File: src/hdl/fuls_pkg.sv
// Shared types, constants and helpers for the firmware update link sequencer.
package fuls_pkg;

    localparam int EventDepth = 8;
    localparam int EvAw       = $clog2(EventDepth);
    localparam int EvCw       = $clog2(EventDepth + 1);
    localparam int LineCap    = 128;
    localparam int LcW        = $clog2(LineCap);
    localparam int ChunkMin   = 20;
    localparam int ChunkMax   = 512;

    typedef enum logic [2:0] {
        PH_IDLE   = 3'd0,
        PH_VER    = 3'd1,
        PH_START  = 3'd2,
        PH_ERASE  = 3'd3,
        PH_SEND   = 3'd4,
        PH_FINISH = 3'd5,
        PH_DONE   = 3'd6,
        PH_FAIL   = 3'd7
    } t_phase;

    typedef enum logic [2:0] {
        ER_NONE    = 3'd0,
        ER_WRITE   = 3'd1,
        ER_TIMEOUT = 3'd2,
        ER_SILENT  = 3'd3,
        ER_REFUSED = 3'd4,
        ER_HASH    = 3'd5,
        ER_PROTO   = 3'd6
    } t_err;

    typedef enum logic [2:0] {
        EV_ACK     = 3'd0,
        EV_ERASING = 3'd1,
        EV_OK      = 3'd2,
        EV_ERR     = 3'd3,
        EV_ERRHASH = 3'd4
    } t_event;

    typedef enum logic [2:0] {
        K_BEGIN  = 3'd0,
        K_BYTE   = 3'd1,
        K_WR_OK  = 3'd2,
        K_WR_BAD = 3'd3,
        K_TICK   = 3'd4
    } t_kind;

    typedef enum logic [1:0] {
        WR_NONE    = 2'd0,
        WR_VERSION = 2'd1,
        WR_START   = 2'd2,
        WR_CHUNK   = 2'd3
    } t_wreq;

    typedef enum logic [2:0] {
        CFG_MTU    = 3'd0,
        CFG_T_VER  = 3'd1,
        CFG_T_STA  = 3'd2,
        CFG_T_ERA  = 3'd3,
        CFG_T_ACK  = 3'd4,
        CFG_T_FIN  = 3'd5
    } t_cfg;

    typedef enum logic [1:0] {
        SQ_IDLE  = 2'd0,
        SQ_DRAIN = 2'd1,
        SQ_CHECK = 2'd2,
        SQ_OUT   = 2'd3
    } t_seq;

    // Line matcher states.
    localparam logic [4:0] M_START = 5'd0;
    localparam logic [4:0] M_ACK   = 5'd3;
    localparam logic [4:0] M_ER    = 5'd5;
    localparam logic [4:0] M_ERAS  = 5'd10;
    localparam logic [4:0] M_ERR   = 5'd11;
    localparam logic [4:0] M_O     = 5'd12;
    localparam logic [4:0] M_OK    = 5'd13;
    localparam logic [4:0] M_OKSP  = 5'd14;
    localparam logic [4:0] M_OTHER = 5'd15;

    typedef struct packed {
        logic       push;
        t_event     ev;
    } t_push;

    function automatic logic [7:0] hash_char(input logic [3:0] i);
        logic [7:0] c;
        case (i)
            4'd0:  c = "H";
            4'd1:  c = "a";
            4'd2:  c = "s";
            4'd3:  c = "h";
            4'd4:  c = " ";
            4'd5:  c = "M";
            4'd6:  c = "i";
            4'd7:  c = "s";
            4'd8:  c = "m";
            4'd9:  c = "a";
            4'd10: c = "t";
            4'd11: c = "c";
            4'd12: c = "h";
            default: c = 8'd0;
        endcase
        return c;
    endfunction

    function automatic logic [4:0] next_match(input logic [4:0] s, input logic [7:0] c);
        logic [4:0] n;
        n = M_OTHER;
        case (s)
            5'd0: begin
                if (c == "A") n = 5'd1;
                else if (c == "E") n = 5'd4;
                else if (c == "O") n = M_O;
            end
            5'd1: if (c == "C") n = 5'd2;
            5'd2: if (c == "K") n = M_ACK;
            5'd4: if (c == "R") n = M_ER;
            5'd5: begin
                if (c == "R") n = M_ERR;
                else if (c == "A") n = 5'd6;
            end
            5'd6: if (c == "S") n = 5'd7;
            5'd7: if (c == "I") n = 5'd8;
            5'd8: if (c == "N") n = 5'd9;
            5'd9: if (c == "G") n = M_ERAS;
            5'd11: n = M_ERR;
            5'd12: if (c == "K") n = M_OK;
            5'd13: if (c == " ") n = M_OKSP;
            5'd14: n = M_OKSP;
            default: n = M_OTHER;
        endcase
        return n;
    endfunction

endpackage

File: src/hdl/fuls_line_parser.sv
// Assembles loader bytes into lines and recognises the event lines.
module fuls_line_parser (
    input  logic            i_clk,
    input  logic            i_rst_n,
    input  logic            i_clear,
    input  logic            i_byte_en,
    input  logic [7:0]      i_byte,
    output fuls_pkg::t_push o_push
);

    logic [fuls_pkg::LcW-1:0] r_cnt, n_cnt;
    logic [4:0]               r_ms, n_ms;
    logic [3:0]               r_mm, n_mm;
    logic                     r_long, n_long;
    logic [3:0]               s;

    always_comb begin
        n_cnt  = r_cnt;
        n_ms   = r_ms;
        n_mm   = r_mm;
        n_long = r_long;
        o_push = '0;
        o_push.ev = fuls_pkg::EV_ACK;
        s = r_ms[3:0];
        if (i_clear) begin
            n_cnt = '0; n_ms = fuls_pkg::M_START; n_mm = '0; n_long = 1'b0;
        end else if (i_byte_en) begin
            if (i_byte == 8'h0A) begin
                if (!r_long) begin
                    if ({1'b0, s} == fuls_pkg::M_ACK) begin
                        o_push.push = 1'b1; o_push.ev = fuls_pkg::EV_ACK;
                    end else if ({1'b0, s} == fuls_pkg::M_ERAS) begin
                        o_push.push = 1'b1; o_push.ev = fuls_pkg::EV_ERASING;
                    end else if ({1'b0, s} == fuls_pkg::M_OK || {1'b0, s} == fuls_pkg::M_OKSP) begin
                        o_push.push = 1'b1; o_push.ev = fuls_pkg::EV_OK;
                    end else if ({1'b0, s} == fuls_pkg::M_ERR) begin
                        o_push.push = 1'b1;
                        o_push.ev = (r_mm >= 4'd13) ? fuls_pkg::EV_ERRHASH : fuls_pkg::EV_ERR;
                    end
                end
                n_cnt = '0; n_ms = fuls_pkg::M_START; n_mm = '0; n_long = 1'b0;
            end else if (i_byte != 8'h0D) begin
                if ({1'b0, r_cnt} + 1 >= (fuls_pkg::LcW+1)'(fuls_pkg::LineCap)) begin
                    n_long = 1'b1;
                end else begin
                    n_cnt = r_cnt + 1'b1;
                    if (!r_ms[4]) begin
                        if (i_byte == 8'd0) begin
                            n_ms = r_ms | 5'd16;
                        end else begin
                            if (r_ms == fuls_pkg::M_ERR && r_mm < 4'd13) begin
                                if (i_byte == fuls_pkg::hash_char(r_mm)) n_mm = r_mm + 1'b1;
                                else n_mm = (i_byte == "H") ? 4'd1 : 4'd0;
                            end
                            n_ms = fuls_pkg::next_match(r_ms, i_byte);
                        end
                    end
                end
            end
        end
    end

    always_ff @(posedge i_clk) begin
        if (!i_rst_n) begin
            r_cnt <= '0; r_ms <= fuls_pkg::M_START; r_mm <= '0; r_long <= 1'b0;
        end else begin
            r_cnt <= n_cnt; r_ms <= n_ms; r_mm <= n_mm; r_long <= n_long;
        end
    end

endmodule

File: src/hdl/fuls_event_queue.sv
// Circular event queue with loss flag.
module fuls_event_queue (
    input  logic                        i_clk,
    input  logic                        i_rst_n,
    input  logic                        i_clear,
    input  fuls_pkg::t_push             i_push,
    input  logic                        i_pop,
    output fuls_pkg::t_event            o_head_ev,
    output logic                        o_empty,
    output logic                        o_lost
);

    logic [2:0]                r_mem [fuls_pkg::EventDepth];
    logic [fuls_pkg::EvAw-1:0] r_head;
    logic [fuls_pkg::EvCw-1:0] r_count;
    logic                      r_lost;
    logic [fuls_pkg::EvAw-1:0] wr_addr;
    logic                      full;

    assign full    = r_count == fuls_pkg::EvCw'(fuls_pkg::EventDepth);
    assign wr_addr = r_head + r_count[fuls_pkg::EvAw-1:0];
    assign o_empty = r_count == '0;
    assign o_lost  = r_lost;
    assign o_head_ev = fuls_pkg::t_event'(r_mem[r_head]);

    always_ff @(posedge i_clk) begin
        if (i_push.push && !full && !i_clear) begin
            r_mem[wr_addr] <= i_push.ev;
        end
    end

    always_ff @(posedge i_clk) begin
        if (!i_rst_n) begin
            r_head <= '0; r_count <= '0; r_lost <= 1'b0;
        end else if (i_clear) begin
            r_head <= '0; r_count <= '0; r_lost <= 1'b0;
        end else if (i_pop) begin
            r_head  <= r_head + 1'b1;
            r_count <= r_count - 1'b1;
        end else if (i_push.push) begin
            if (full) r_lost <= 1'b1;
            else r_count <= r_count + 1'b1;
        end
    end

endmodule

File: src/hdl/firmware_update_link_sequencer.sv
// Top level of the firmware update link sequencer.
//  channel | direction | handshake
//  in      | input     | i_valid / o_stall
//  out     | output    | o_valid / i_stall
//  cfg     | input     | i_cfg_we, i_cfg_index, i_cfg_data
// A begin, byte, write report, idle tick or unknown item passes from acceptance through the
// output state to the result. A tick during a transfer first drains queued events, then
// checks the deadline and passes through the output state to the result.
// Reset is synchronous and active low; it restores the register reset values.
// Input is stalled while a transfer is held or an item is at work.
module firmware_update_link_sequencer (
    input  logic        i_clk,
    input  logic        i_rst_n,
    input  logic        i_valid,
    output logic        o_stall,
    input  logic [2:0]  i_kind,
    input  logic [7:0]  i_byte_value,
    input  logic [23:0] i_image_length,
    output logic        o_valid,
    input  logic        i_stall,
    output logic [1:0]  o_write_request,
    output logic [23:0] o_chunk_offset,
    output logic [9:0]  o_chunk_length,
    output logic [23:0] o_image_total,
    output logic [2:0]  o_phase,
    output logic [2:0]  o_error_code,
    output logic [23:0] o_acked_bytes,
    output logic        o_begin_refused,
    input  logic        i_cfg_we,
    input  logic [2:0]  i_cfg_index,
    input  logic [15:0] i_cfg_data
);

    fuls_pkg::t_seq   r_sq, n_sq;
    fuls_pkg::t_phase r_ph, n_ph;
    fuls_pkg::t_err   r_err, n_err;
    logic        r_wp, n_wp;
    logic [23:0] r_tot, n_tot, r_ack, n_ack;
    logic [9:0]  r_fl, n_fl;
    logic [15:0] r_dl, n_dl;
    logic [15:0] r_cfg [6];
    logic [1:0]  r_req, n_req;
    logic [23:0] r_off, n_off, r_itot, n_itot;
    logic [9:0]  r_len, n_len;
    logic        r_ref, n_ref;
    logic        r_ov, n_ov;

    logic            take, busy, q_empty, q_lost, pop, qclr, done;
    fuls_pkg::t_push push;
    fuls_pkg::t_event hev;
    logic [9:0]  chunk;
    logic [23:0] left;
    logic        clr_beg;

    assign take = i_valid && !o_stall;
    assign o_stall = (r_sq != fuls_pkg::SQ_IDLE) || r_ov;
    assign busy = r_ph >= fuls_pkg::PH_VER && r_ph <= fuls_pkg::PH_FINISH;

    fuls_line_parser u_parse (
        .i_clk(i_clk), .i_rst_n(i_rst_n), .i_clear(clr_beg),
        .i_byte_en(take && i_kind == fuls_pkg::K_BYTE), .i_byte(i_byte_value),
        .o_push(push)
    );

    assign qclr = clr_beg;
    fuls_event_queue u_q (
        .i_clk(i_clk), .i_rst_n(i_rst_n), .i_clear(qclr), .i_push(push),
        .i_pop(pop), .o_head_ev(hev), .o_empty(q_empty), .o_lost(q_lost)
    );

    assign clr_beg = take && i_kind == fuls_pkg::K_BEGIN && !busy && i_image_length != '0;

    always_comb begin
        if (r_cfg[fuls_pkg::CFG_MTU] < 16'd23) chunk = 10'(fuls_pkg::ChunkMin);
        else if (r_cfg[fuls_pkg::CFG_MTU] - 16'd3 > 16'(fuls_pkg::ChunkMax))
            chunk = 10'(fuls_pkg::ChunkMax);
        else chunk = 10'(r_cfg[fuls_pkg::CFG_MTU] - 16'd3);
    end

    always_comb begin
        n_sq = r_sq;
        case (r_sq)
            fuls_pkg::SQ_IDLE:  if (take) n_sq = (i_kind == fuls_pkg::K_TICK && busy)
                                    ? fuls_pkg::SQ_DRAIN : fuls_pkg::SQ_OUT;
            fuls_pkg::SQ_DRAIN: if (done) n_sq = fuls_pkg::SQ_CHECK;
            fuls_pkg::SQ_CHECK: n_sq = fuls_pkg::SQ_OUT;
            fuls_pkg::SQ_OUT:   n_sq = fuls_pkg::SQ_IDLE;
            default:            n_sq = fuls_pkg::SQ_IDLE;
        endcase
    end

    always_comb begin
        n_ph = r_ph; n_err = r_err; n_wp = r_wp; n_tot = r_tot; n_ack = r_ack;
        n_fl = r_fl; n_dl = r_dl; n_req = r_req; n_off = r_off; n_len = r_len;
        n_itot = r_itot; n_ref = r_ref; pop = 1'b0; done = 1'b1;
        left = r_tot - r_ack;
        case (r_sq)
            fuls_pkg::SQ_IDLE: if (take) begin
                n_req = fuls_pkg::WR_NONE; n_off = '0; n_len = '0; n_itot = '0; n_ref = 1'b0;
                case (i_kind)
                    fuls_pkg::K_BEGIN: begin
                        if (busy || i_image_length == '0) n_ref = 1'b1;
                        else begin
                            n_tot = i_image_length; n_ack = '0; n_fl = '0;
                            n_err = fuls_pkg::ER_NONE; n_ph = fuls_pkg::PH_VER;
                            n_dl = r_cfg[fuls_pkg::CFG_T_VER];
                            n_req = fuls_pkg::WR_VERSION; n_wp = 1'b1;
                        end
                    end
                    fuls_pkg::K_WR_OK: n_wp = 1'b0;
                    fuls_pkg::K_WR_BAD: begin
                        if (busy && r_wp) begin
                            n_ph = fuls_pkg::PH_FAIL; n_err = fuls_pkg::ER_WRITE;
                        end
                        n_wp = 1'b0;
                    end
                    fuls_pkg::K_TICK: if (busy) begin
                        if (q_lost) begin
                            n_ph = fuls_pkg::PH_FAIL; n_err = fuls_pkg::ER_PROTO;
                        end else if (r_dl != '0) n_dl = r_dl - 1'b1;
                    end
                    default: ;
                endcase
            end
            fuls_pkg::SQ_DRAIN: begin
                done = q_empty || !busy;
                if (!done) begin
                    pop = 1'b1;
                    if (hev == fuls_pkg::EV_ERR || hev == fuls_pkg::EV_ERRHASH) begin
                        n_ph = fuls_pkg::PH_FAIL;
                        n_err = (hev == fuls_pkg::EV_ERRHASH) ? fuls_pkg::ER_HASH
                                                              : fuls_pkg::ER_REFUSED;
                    end else begin
                        case (r_ph)
                            fuls_pkg::PH_VER: begin
                                if (hev != fuls_pkg::EV_OK) begin
                                    n_ph = fuls_pkg::PH_FAIL; n_err = fuls_pkg::ER_PROTO;
                                end else if (r_wp) begin
                                    pop = 1'b0; done = 1'b1;
                                end else begin
                                    n_ph = fuls_pkg::PH_START;
                                    n_dl = r_cfg[fuls_pkg::CFG_T_STA];
                                    n_req = fuls_pkg::WR_START; n_itot = r_tot; n_wp = 1'b1;
                                end
                            end
                            fuls_pkg::PH_START, fuls_pkg::PH_ERASE: begin
                                if (r_ph == fuls_pkg::PH_START && hev == fuls_pkg::EV_ERASING) begin
                                    n_ph = fuls_pkg::PH_ERASE;
                                    n_dl = r_cfg[fuls_pkg::CFG_T_ERA];
                                end else if (hev != fuls_pkg::EV_OK) begin
                                    n_ph = fuls_pkg::PH_FAIL; n_err = fuls_pkg::ER_PROTO;
                                end else if (r_wp) begin
                                    pop = 1'b0; done = 1'b1;
                                end else begin
                                    n_fl = (left < 24'(chunk)) ? left[9:0] : chunk;
                                    n_ph = (left <= 24'(chunk)) ? fuls_pkg::PH_FINISH
                                                               : fuls_pkg::PH_SEND;
                                    n_dl = (left <= 24'(chunk)) ? r_cfg[fuls_pkg::CFG_T_FIN]
                                                               : r_cfg[fuls_pkg::CFG_T_ACK];
                                    n_req = fuls_pkg::WR_CHUNK; n_off = r_ack; n_len = n_fl;
                                    n_wp = 1'b1;
                                end
                            end
                            fuls_pkg::PH_SEND: begin
                                if (hev != fuls_pkg::EV_ACK || r_fl == '0) begin
                                    n_ph = fuls_pkg::PH_FAIL; n_err = fuls_pkg::ER_PROTO;
                                end else if (r_wp) begin
                                    pop = 1'b0; done = 1'b1;
                                end else begin
                                    n_ack = r_ack + 24'(r_fl);
                                    left = r_tot - n_ack;
                                    n_fl = (left < 24'(chunk)) ? left[9:0] : chunk;
                                    n_ph = (left <= 24'(chunk)) ? fuls_pkg::PH_FINISH
                                                               : fuls_pkg::PH_SEND;
                                    n_dl = (left <= 24'(chunk)) ? r_cfg[fuls_pkg::CFG_T_FIN]
                                                               : r_cfg[fuls_pkg::CFG_T_ACK];
                                    n_req = fuls_pkg::WR_CHUNK; n_off = n_ack; n_len = n_fl;
                                    n_wp = 1'b1;
                                end
                            end
                            fuls_pkg::PH_FINISH: begin
                                if (hev != fuls_pkg::EV_OK) begin
                                    n_ph = fuls_pkg::PH_FAIL; n_err = fuls_pkg::ER_PROTO;
                                end else begin
                                    n_ack = r_ack + 24'(r_fl); n_fl = '0;
                                    n_ph = fuls_pkg::PH_DONE;
                                end
                            end
                            default: ;
                        endcase
                    end
                end
            end
            fuls_pkg::SQ_CHECK: begin
                if (busy && r_dl == '0) begin
                    n_ph = fuls_pkg::PH_FAIL;
                    n_err = (r_ph == fuls_pkg::PH_VER) ? fuls_pkg::ER_SILENT
                                                       : fuls_pkg::ER_TIMEOUT;
                end
            end
            default: ;
        endcase
    end

    assign n_ov = (r_sq == fuls_pkg::SQ_OUT) ? 1'b1 : (r_ov && i_stall);

    always_ff @(posedge i_clk) begin
        if (!i_rst_n) begin
            r_sq <= fuls_pkg::SQ_IDLE; r_ph <= fuls_pkg::PH_IDLE; r_err <= fuls_pkg::ER_NONE;
            r_wp <= 1'b0; r_tot <= '0; r_ack <= '0; r_fl <= '0; r_dl <= '0; r_ov <= 1'b0;
            r_req <= '0; r_off <= '0; r_len <= '0; r_itot <= '0; r_ref <= 1'b0;
            r_cfg[0] <= 16'd23;    r_cfg[1] <= 16'd10000; r_cfg[2] <= 16'd10000;
            r_cfg[3] <= 16'd60000; r_cfg[4] <= 16'd10000; r_cfg[5] <= 16'd30000;
        end else begin
            r_sq <= n_sq; r_ph <= n_ph; r_err <= n_err; r_wp <= n_wp; r_tot <= n_tot;
            r_ack <= n_ack; r_fl <= n_fl; r_dl <= n_dl; r_ov <= n_ov;
            r_req <= n_req; r_off <= n_off; r_len <= n_len; r_itot <= n_itot; r_ref <= n_ref;
            if (i_cfg_we && i_cfg_index <= fuls_pkg::CFG_T_FIN) r_cfg[i_cfg_index] <= i_cfg_data;
        end
    end

    assign o_valid         = r_ov;
    assign o_write_request = r_req;
    assign o_chunk_offset  = r_off;
    assign o_chunk_length  = r_len;
    assign o_image_total   = r_itot;
    assign o_phase         = r_ph;
    assign o_error_code    = r_err;
    assign o_acked_bytes   = r_ack;
    assign o_begin_refused = r_ref;

`ifndef SYNTHESIS
    a_no_take_busy: assert property (@(posedge i_clk) disable iff (!i_rst_n)
        r_sq != fuls_pkg::SQ_IDLE |-> !take) else $error("input taken mid-item");
    a_out_after: assert property (@(posedge i_clk) disable iff (!i_rst_n)
        r_sq == fuls_pkg::SQ_OUT |=> o_valid) else $error("result not presented");
    a_fail_code: assert property (@(posedge i_clk) disable iff (!i_rst_n)
        r_ph == fuls_pkg::PH_FAIL |-> r_err != fuls_pkg::ER_NONE)
        else $error("failure without code");
    a_out_hold: assert property (@(posedge i_clk) disable iff (!i_rst_n)
        o_valid && i_stall |=> o_valid && $stable(o_phase) && $stable(o_acked_bytes))
        else $error("stalled result changed");
`endif

endmodule
File: config.mk
export PLATFORM = sky130hd
export DESIGN_NAME = firmware_update_link_sequencer
export DESIGN_NICKNAME = d
export VERILOG_FILES = /design/src/hdl/fuls_pkg.sv /design/src/hdl/fuls_line_parser.sv /design/src/hdl/fuls_event_queue.sv /design/src/hdl/firmware_update_link_sequencer.sv
export SDC_FILE = /design/constraint.sdc
export NUM_CORES = 1
export LEC_CHECK = 0
export ABC_AREA = 1
export BUFFER_PORTS_ARGS = -buffer_cell sky130_fd_sc_hd__buf_2
export CAP_MARGIN = 10
export CORE_UTILIZATION = 35
export CTS_BUF_LIST = sky130_fd_sc_hd__clkbuf_4
export CTS_CLUSTER_DIAMETER = 120
export DETAILED_ROUTE_END_ITERATION = 8
export PLACE_DENSITY = 0.48
export SYNTH_ARGS = -nofsm -noshare
export SYNTH_HDL_FRONTEND = slang
export SYNTH_SLANG_ARGS = --single-unit
export TNS_END_PERCENT = 30
File: constraint.sdc
create_clock -name i_clk -period 12.2 [get_ports i_clk]
set_input_delay 1.22 -clock i_clk [delete_from_list [all_inputs] [get_ports i_clk]]
set_output_delay 1.22 -clock i_clk [all_outputs]
set_load 0.005 [all_outputs]
* After elaboration in Yosys (flattened, before gate mapping)
Memory sizes are Yosys's and may differ from the RTL's. A register that Yosys moved wholly into a read port is not among the register bits. Index checks and enable logic that the tools add are counted.
Operators by class: magnitude comparators 12, $mul 0, divide/modulo/power cells 0, bitwise operators 3, multiplexer cells 215, equal/unequal tests 93, add/sub/neg operators 12, reduce and logical (&&, ||, !) cells 66, shift-type cells 0
Operator list (number):
- $mux W24 | 19
- $mux W16 | 17
- $pmux W24 S2 | 5
- $mux W10 | 18
- $mux W4 | 25
- $mux W3 | 33
- $eq A8 B7 Y1 const B | 11
- $pmux W5 S13 | 1
- $mux W8 | 8
- $pmux W16 S2 | 2
- $pmux W10 S2 | 3
- $le A24 B10 Y1 | 2
- $lt A24 B10 Y1 | 2
- $pmux W16 S3 | 1
- $sub A24 B24 Y24 | 2
- $ne A3 B3 Y1 const B | 15
- $pmux W3 S3 | 5
- $mux W1 | 43
- $mux W5 | 8
- $ge A32 B8 Y1 const B | 1
- $eq A5 B4 Y1 const B | 6
- $pmux W10 S3 | 1
- $reduce_and A10 Y1 | 3
- $mux W2 | 14
- 75 further kinds | 156
Word-level totals: flip-flop bits (word level) 170, logic and storage cells 426, output and inout port bits 93, input bits 59, memory bits (read-only) 112, bits in latches 0, bits in writable memories 120, memories 3
Memories:
- (name not given) | depth 16, bits a word 7, rd ports 1, clocked after memory_dff 1, write ports 0, RTL line fuls_pkg.sv:90 | case (i)
- r_cfg | depth 6, bits a word 16, rd ports 6, clocked after memory_dff 0, write ports 6, RTL line firmware_update_link_sequencer.sv:41 | logic [15:0] r_cfg [6];
- u_q.r_mem | depth 8, bits a word 3, rd ports 1, clocked after memory_dff 1, write ports 1, RTL line fuls_event_queue.sv:13 | logic [2:0] r_mem [fuls_pkg::EventDepth];

* Logic depth before layout (Yosys ltp)
Gate-level depths: netlist of run 1.
depth in word-level cells 20, gate-level depth with buffers 32, mapped depth without buffers 31

* Modules after synthesis
Synthesis of run 1 repeated with hierarchy kept, for this count alone.
Unflattened totals: cells, all modules 3162, area, all modules 20836.2 um2
By module, submodules not included:
- firmware_update_link_sequencer | cells an instance 2629, sequential area each 5785.5 um2, times used 1, area an instance 17100.2 um2
- fuls_line_parser | cells an instance 357, sequential area each 480.5 um2, times used 1, area an instance 2100.8 um2
- fuls_event_queue | cells an instance 176, sequential area each 940.9 um2, times used 1, area an instance 1635.3 um2

* Worst setup path before layout of run 1
OpenSTA, ideal clock, no wires.
path type reg-to-reg, from reg r_ack[0] (netlist: o_acked_bytes[0]), to reg r_dl[6], required time 12.130 ns, arrival 4.166 ns, library setup time 0.070 ns, clock period less this slack 4.237 ns, buffers on the path 1, stages on the path, launching flop included 27, setup slack 7.963 ns, cell sequence dfxtp_1 ha_1 inv_1 fa_1 o21ai_0 a21oi_1 o21ai_0 xor2_1 ha_1 nand2_1 nand2_1 a211oi_1 a21oi_1 xnor2_1 inv_1 ha_1 a21o_1 nor2_1 nand3_1 nand2_2 nand2_2 buf_2 nand2_1 nand3_1 nand3b_1 nand2_1 a21oi_1
On the way: word-level cells in the longest chain between the ends 10, elaborated cells between the ends (all ways) 16, classes of those cells 3 x add/sub; 2 x order compare; 11 x mux
RTL lines:
- start, declared | RTL line firmware_update_link_sequencer.sv:38 | logic [23:0] r_tot, n_tot, r_ack, n_ack;
- start signal, assigned | RTL line firmware_update_link_sequencer.sv:216 | r_ack <= n_ack; r_fl <= n_fl; r_dl <= n_dl; r_ov <= n_ov;
- $add A24 B10 Y24 / $sub A24 B24 Y24 (equally long branches) | RTL line firmware_update_link_sequencer.sv:170, firmware_update_link_sequencer.sv:96
- $sub A24 B24 Y24 / $le A24 B10 Y1 (equally long branches) | RTL line firmware_update_link_sequencer.sv:171, firmware_update_link_sequencer.sv:158
- $le A24 B10 Y1 / $mux W16 (equally long branches) | RTL line firmware_update_link_sequencer.sv:175, firmware_update_link_sequencer.sv:158
- $mux W16 (on tied branches) | RTL line firmware_update_link_sequencer.sv:175, firmware_update_link_sequencer.sv:152
- $mux W16 (on tied branches) | RTL line firmware_update_link_sequencer.sv:167, firmware_update_link_sequencer.sv:150
- $mux W16 (on tied branches) | RTL line firmware_update_link_sequencer.sv:165, firmware_update_link_sequencer.sv:147
- $pmux W16 S3 * | RTL line firmware_update_link_sequencer.sv:134 | case (r_ph)
- $mux W16 * | RTL line firmware_update_link_sequencer.sv:129 | if (hev == fuls_pkg::EV_ERR || hev == fuls_pkg::EV_ERRHASH) begin
- $mux W16 * | RTL line firmware_update_link_sequencer.sv:127 | if (!done) begin
- $pmux W16 S2 * | RTL line firmware_update_link_sequencer.sv:97 | case (r_sq)
- end signal, assigned | RTL line firmware_update_link_sequencer.sv:216
- end, declared | RTL line firmware_update_link_sequencer.sv:40 | logic [15:0] r_dl, n_dl;
Every way passes the cells marked *; elsewhere a longest branch is shown, timed or not. The select of a mux whose other input is x is not followed. A chain may end at the register's enable or synchronous reset.

* Final worst setup path of run 1
from reg r_ack[0] (netlist: o_acked_bytes[0]), to reg r_dl[11]
The elaborated chain is that of the path after synthesis.

==> impl_metrics.csv, run 1 <==
group,metric,value,unit
outcome,outcome,"finished, final reports clean",
clock_network,post_cts.repair.setup_buffers,0,
hold_path,hp-class,"flip-flop to flip-flop",
timing,timing.final.crit_share,0.453,
synthesis,synth_enable_flop_cells,120,
hold_path,worstHoldStart,"o_error_code[0]",
clock_network,cts_sinks,300,
floorplanning,dieArea,59000,um2
floorplanning,pin_count,152,
drt,drt_pass1_iterations,5,
clock_network,htreeDepth,3,
timing,final_period_minus_worst_setup_slack,5.52,ns
critical_path,critical-path-top-cell-by-count,"nand2_1",
pwr,leakage,0.0108,uW
critical_path,cp.arrival,6.28,ns
timing,fmax,181,MHz
critical_path,setup.reg_to_reg.worst_slack,6.68,ns
synthesis,post_synth_main_area_contributors,"dfxtp_1 (18%), edfxtp_1 (18%), nand2_1 (15%), inv_1 (7.8%), nor2_1 (7.1%)",
clock_network,clock_insertion_delay_worst_skew,0.87,ns
clock_network,max-clock-path-buffers,3,
floorplanning,die_width,243,um
clock_network,cts_buffers,89,
grt,grt_max_degree,66,
timing,finalHoldWorstSlack,0.453,ns
pwr,combPwrFrac,0.490,
drt,detail_route.wl_per_cell,18.4,um
timing,slew_headroom,0.265,
synthesis,synth.ff_latch_count,300,
timing,fin_worst_skew,0.0845,ns
placed_design,numPortBuffers,151,
clock_network,post_cts_resize_count,0,
timing,max_transition_viols_final,0,
synthesis,synth-warning-count,0,
placed_design,place_area,21800,um2
synthesis,synth_common_cells,"nand2_1 (816), inv_1 (422), nor2_1 (383)",
pwr,power.total,4360,uW
critical_path,crit-reg2reg-launch,"o_acked_bytes[0]",
synthesis,synth.most_common_cell,"nand2_1",
critical_path,critPathRequiredTime,12.96,ns
pwr,p_switching,2070,uW
drt,mean_number_of_vias_per_cell,5.12,
drt,drt_first_iter_violations,1375,
floorplanning,core_area,56800,um2
critical_path,worst_setup_path_end_kind,"flip-flop",
floorplanning,start_util,0.358,
drt,via_count,20600,
layout,proportion_of_layout_cells_with_a_drive_suffix_above_1,0.112,
timing,timing_worst_slew_pin_value,1.09,ns
critical_path,slowest_delay,0.47,ns
synthesis,postSynthCellCount,3030,
synthesis,ys_flop_type,"dfxtp_1",
synthesis,postSynth.asyncResetShare,0,
layout,design.final.nets,3357,
layout,layout.cell_area.non_filler,22900,um2
grt,vias_in_the_first_global_route,19300,
synthesis,synth_top_area_frac,0.177,
timing,finalHoldViolCount,0,
run,max-cap-violations,0,
pwr,vdd_drop_max,128,uV
pwr,pwr-share-seq,0.283,
pwr,power_report.internal_total,2290,uW
synthesis,synth_area,20300,um2
critical_path,timing_worst_setup_path_type,"flip-flop to flip-flop",
clock_network,cts.clk_slew.worst_paths,0.06,ns
floorplanning,row_count,87,
critical_path,cpMaxStageDelayCell,"o21ai_0",
grt,first_pass_grt_wire_length,112000,um
timing,tns,0,ns
layout,area.growth.synth_to_final,12.7,%
floorplanning,die_height,243,um
grt,antenna_found_initial,3,
clock_network,postCtsHoldBufs,0,
placed_design,gp_congestion,0.924,
drt,antenna_violating_nets_left,0,
clock_network,cts_root_buffer,"clkbuf_4",
synthesis,yosys.cell_types.count,60,
synthesis,syn_area_per_cell,6.70,um2
critical_path,launching_instance_or_port_of_the_critical_path,"o_acked_bytes[0]",
placed_design,place.detailed.hpwl,57500,um
grt,globalRouteOverflowTotal,0,
pwr,power-per-cell-area,190,nW/um2
synthesis,synth-seq-area-share,0.355,
pwr,power.switching_fraction,0.476,
synthesis,synthDominantAreaCellType,"dfxtp_1",
drt,post-route-drc-count,0,
pwr,share_clk_of_total_power,0.227,
clock_network,cts_tree,"done",
drt,routed_wl,74000,um
timing,setup_viol,0,
critical_path,cp-start-kind,"flip-flop",
timing,rsz0062_at_grt,"no",
grt,grt_usage,0.247,
synthesis,synth_nets,3190,
critical_path,worst-path-max-fanout,18,
==> per-layer routing <==
metal  share of wire  track usage
met1            0.44        0.315
met2            0.47        0.412
met3           0.051       0.0372
met4           0.037        0.107
met5         0.00027            0
==> cell type report <==
cell class | count | area, um2
Clock buffer | 126 | 946
Sequential cell | 300 | 7210
Inverter | 435 | 1640
Antenna cell | 1 | 2.50
Fill cell | 6292 | 33900
Tap cell | 756 | 946
Timing Repair Buffer | 165 | 861
Clock inverter | 35 | 193
Multi-Input combinational cell | 2206 | 11100
==> cells in the final DEF (no fill, tap or decap), drive strengths merged, types with 2 or more instances in the layout <==
| cell type | count |
|---|---|
| fa | 5 |
| and2 | 3 |
| a21boi | 2 |
| inv | 437 |
| o211ai | 9 |
| nor2 | 398 |
| a31oi | 7 |
| nand3 | 239 |
| edfxtp | 120 |
| clkinv | 32 |
| a22oi | 4 |
| o21bai | 5 |
| a221oi | 14 |
| nand4 | 48 |
| nor3b | 5 |
| a211oi | 10 |
| xnor2 | 14 |
| a21oi | 217 |
| o22ai | 6 |
| nor4 | 18 |
| o2111ai | 2 |
| nand2 | 828 |
| dfxtp | 180 |
| nor3 | 38 |
| a21o | 2 |
| ha | 96 |
| nand3b | 24 |
| clkbuf | 126 |
| and3 | 4 |
| xor2 | 51 |
| or2 | 12 |
| o31ai | 6 |
| buf | 165 |
| o21ai | 131 |
==> state kept, by name (all words and copies together), names as in the netlist, 5 cells and up, named ones only <==
signal	flops
o_acked_bytes	24
o_chunk_length	10
o_chunk_offset	24
o_image_total	24
r_cfg	96
r_dl	16
r_fl	10
r_tot	24
u_parse.r_cnt	7
u_parse.r_ms	5
u_q.r_mem	24
==> power groups by stage <==
stage / Clock, uW / Combinational, uW / Sequential [uW]
after global routing: 1090 / 2380 / 1250
final: 989 / 2140 / 1230
after CTS: 1030 / 2130 / 1240
after detailed placement: 0 / 2120 / 1260
after global placement: 0 / 2110 / 1250
after floorplan: 0 / 1500 / 1230
==> worst max-delay path, delay by kind of cell (launching register included) <==
| kind | cells | cell delay (ns) |
|---|---|---|
| simple gates | 15 | 2.09 |
| fa+ha+maj | 4 | 1.17 |
| compound gates | 3 | 0.81 |
| xor+xnor | 2 | 0.66 |
| flops | 1 | 0.39 |
| buf+inv | 4 | 0.31 |
==> through the flow <==
step,cells,util,worst slack [ns]
3_3_place_gp,3862,0.383,6.88
5_1_grt,4024,0.403,6.18
6_report,4024,0.403,6.68
4_1_cts,4023,0.403,6.76
3_5_place_dp,3862,0.383,6.78
2_1_floorplan,3030,-,7.96
==> worst paths after layout <==
check / depth (start not counted) / end
worst min register to register: 2 / o_error_code[0]
worst max-delay path: 28 / r_dl[11]
worst min-delay path: 2 / o_error_code[0]
worst max register to register: 28 / r_dl[11]
==> cells by family after synthesis <==
| group | synth area share |
|---|---|
| and+or+nand+nor | 0.339 |
| buffers and inverters | 0.100 |
| AOI/OAI and AO/OA | 0.114 |
| DFF | 0.355 |
| adders and majority gates | 0.0641 |
| xor gates and xnor gates | 0.0280 |
Note: power is estimated with default switching activity, not from simulation.
==> run 2: changes to the inputs <==
PLACE_DENSITY = 0.5   (was 0.48)
clock period = 4.8 ns   (was 12.2 ns; I/O delays follow)
==> impl_metrics.csv, run 2 (synthesis gave the netlist of run 1 again) <==
group,metric,value,unit
clock_network,cts.clk_slew.worst_paths,0.07,ns
grt,globalRouteOverflowTotal,0,
layout,area.growth.synth_to_final,18.7,%
placed_design,numPortBuffers,151,
drt,drt_first_iter_violations,1558,
floorplanning,die_height,243,um
drt,routed_wl,76000,um
timing,slew_headroom,0.247,
timing,fin_worst_skew,0.0517,ns
timing,timing_worst_slew_pin_value,1.12,ns
pwr,share_clk_of_total_power,0.221,
timing,setup_viol,0,
timing,final_period_minus_worst_setup_slack,4.51,ns
pwr,power.total,11600,uW
clock_network,max-clock-path-buffers,3,
timing,finalHoldViolCount,0,
layout,finalNonFillerCells,4129,
clock_network,cts_sinks,300,
layout,final_common_cell,"nand2_1",
hold_path,hp-class,"input pin to flip-flop",
pwr,power-per-cell-area,481,nW/um2
grt,first_pass_grt_wire_length,117000,um
layout,regMostFlops,"r_cfg",
critical_path,critPathRequiredTime,5.54,ns
outcome,outcome,"finished, final reports clean",
clock_network,cts_buffers,86,
pwr,combPwrFrac,0.508,
placed_design,place.detailed.hpwl,59100,um
timing,fmax,222,MHz
pwr,leakage,0.0114,uW
grt,grt_usage,0.255,
grt,grt_max_degree,65,
floorplanning,dieArea,59000,um2
pwr,pwr-share-seq,0.271,
pwr,p_switching,5450,uW
layout,mostFrequentLayoutCells,"nand2_1 (810), inv_1 (422), nor2_1 (372), nand3_1 (237), a21oi_1 (209)",
pwr,vdd_drop_max,391,uV
timing,max_transition_viols_final,0,
clock_network,cts_root_buffer,"clkbuf_4",
clock_network,clock_insertion_delay_worst_skew,0.85,ns
layout,proportion_of_layout_cells_with_a_drive_suffix_above_1,0.144,
grt,vias_in_the_first_global_route,20400,
placed_design,dpl.cell_count,3932,
layout,design.final.nets,3462,
critical_path,timing_worst_setup_path_type,"flip-flop to flip-flop",
layout,largest_register_ff_count,96,
floorplanning,start_util,0.358,
critical_path,cp.arrival,5.25,ns
drt,antenna_violating_nets_left,0,
placed_design,gp_congestion,1.01,
timing,timing.final.crit_share,0.940,
drt,detail_route.wl_per_cell,18.4,um
grt,antenna_found_initial,2,
drt,via_count,21100,
critical_path,cp-start-kind,"flip-flop",
clock_network,cts_tree,"done",
pwr,power_report.internal_total,6150,uW
drt,drt_pass1_iterations,6,
critical_path,worst-path-max-fanout,17,
floorplanning,pin_count,152,
drt,mean_number_of_vias_per_cell,5.10,
drt,post-route-drc-count,0,
clock_network,htreeDepth,3,
critical_path,worst_setup_path_end_kind,"flip-flop",
run,max-cap-violations,0,
floorplanning,core_area,56800,um2
pwr,power.switching_fraction,0.470,
floorplanning,die_width,243,um
floorplanning,row_count,87,
==> run 2: final timing paths <==
check,to,start,cells past startpoint,slack [ns]
worst max-delay path,o_phase[0],r_fl[2],26,0.29
worst min-delay path,r_cfg[5][13],i_cfg_data[13],3,0.08
worst max register to register,o_phase[0],r_fl[2],26,0.29
worst min register to register,o_error_code[0],o_error_code[0],2,0.44
==> run 2: what timing repair did <==
item / 4_1_cts / 5_1_grt
endpoints found under the hold margin: 50 / 0
hold buffers: 38 / 0
setup endpoints to repair: 17 / 37
pin swaps: 0 / 5
setup buffers: 0 / 0
cloned: 0 / 0
resized for setup: 2 / 59
==> run 2: final cells by class <==
cell class	count	area [um2]
fillers	6171	32700
flip-flops and latches	300	7210
clock buffers	131	983
well taps	756	946
diodes	2	5.00
multi-input cells	2206	11400
inverters	435	1640
repair buffers	273	1790
clock inverters	26	171
==> run 2: power groups by stage <==
stage	Combinational [uW]	Clock (uW)	Sequential (uW)
final	5890	2560	3140
after global routing	6520	2790	3180
after CTS	5770	2650	3140
after detailed placement	5710	0	3190
after global placement	5710	0	3180
after floorplan	3820	0	3130
==> run 2: metal layers <==
layer	vias up	track usage	share of wire
met5	-	0	0
met4	0	0.0927	0.033
met3	121	0.0462	0.054
met2	662	0.431	0.47
met1	9836	0.324	0.44
li1	10400	-	-
==> run 2: stage by stage <==
stage          instance area (um2)  utilization  setup TNS, ns  hold slack, ns  setup WS [ns]
5_1_grt                      24100        0.425         -0.111          0.0373        -0.0342
6_report                     24100        0.425              0          0.0837          0.286
3_5_place_dp                 22300        0.392          -1.55           0.438         -0.127
4_1_cts                      23800        0.419              0         0.00426         0.0600
3_3_place_gp                 22300        0.392         -0.854           0.441        -0.0766
2_1_floorplan                20300            -              0           0.440          0.563
==> run 2: worst max-delay path: stages, from the launching register on <==
cell	delay [ns]
dfxtp_2	0.35
ha_1	0.33
a21oi_1	0.20
nand2_2	0.14
a31oi_1	0.19
xor2_1	0.36
ha_1	0.36
nand2_1	0.10
inv_1	0.08
nand2_1	0.08
nand2_1	0.07
inv_1	0.05
nand2_1	0.07
xor2_1	0.31
ha_1	0.31
nand2_1	0.08
nor2_1	0.05
nand2_1	0.06
o211ai_1	0.12
nand4_1	0.13
nand3_1	0.11
nand2_2	0.17
buf_12	0.18
nand3_1	0.13
nand4_1	0.14
nand2_1	0.07
a21oi_1	0.16
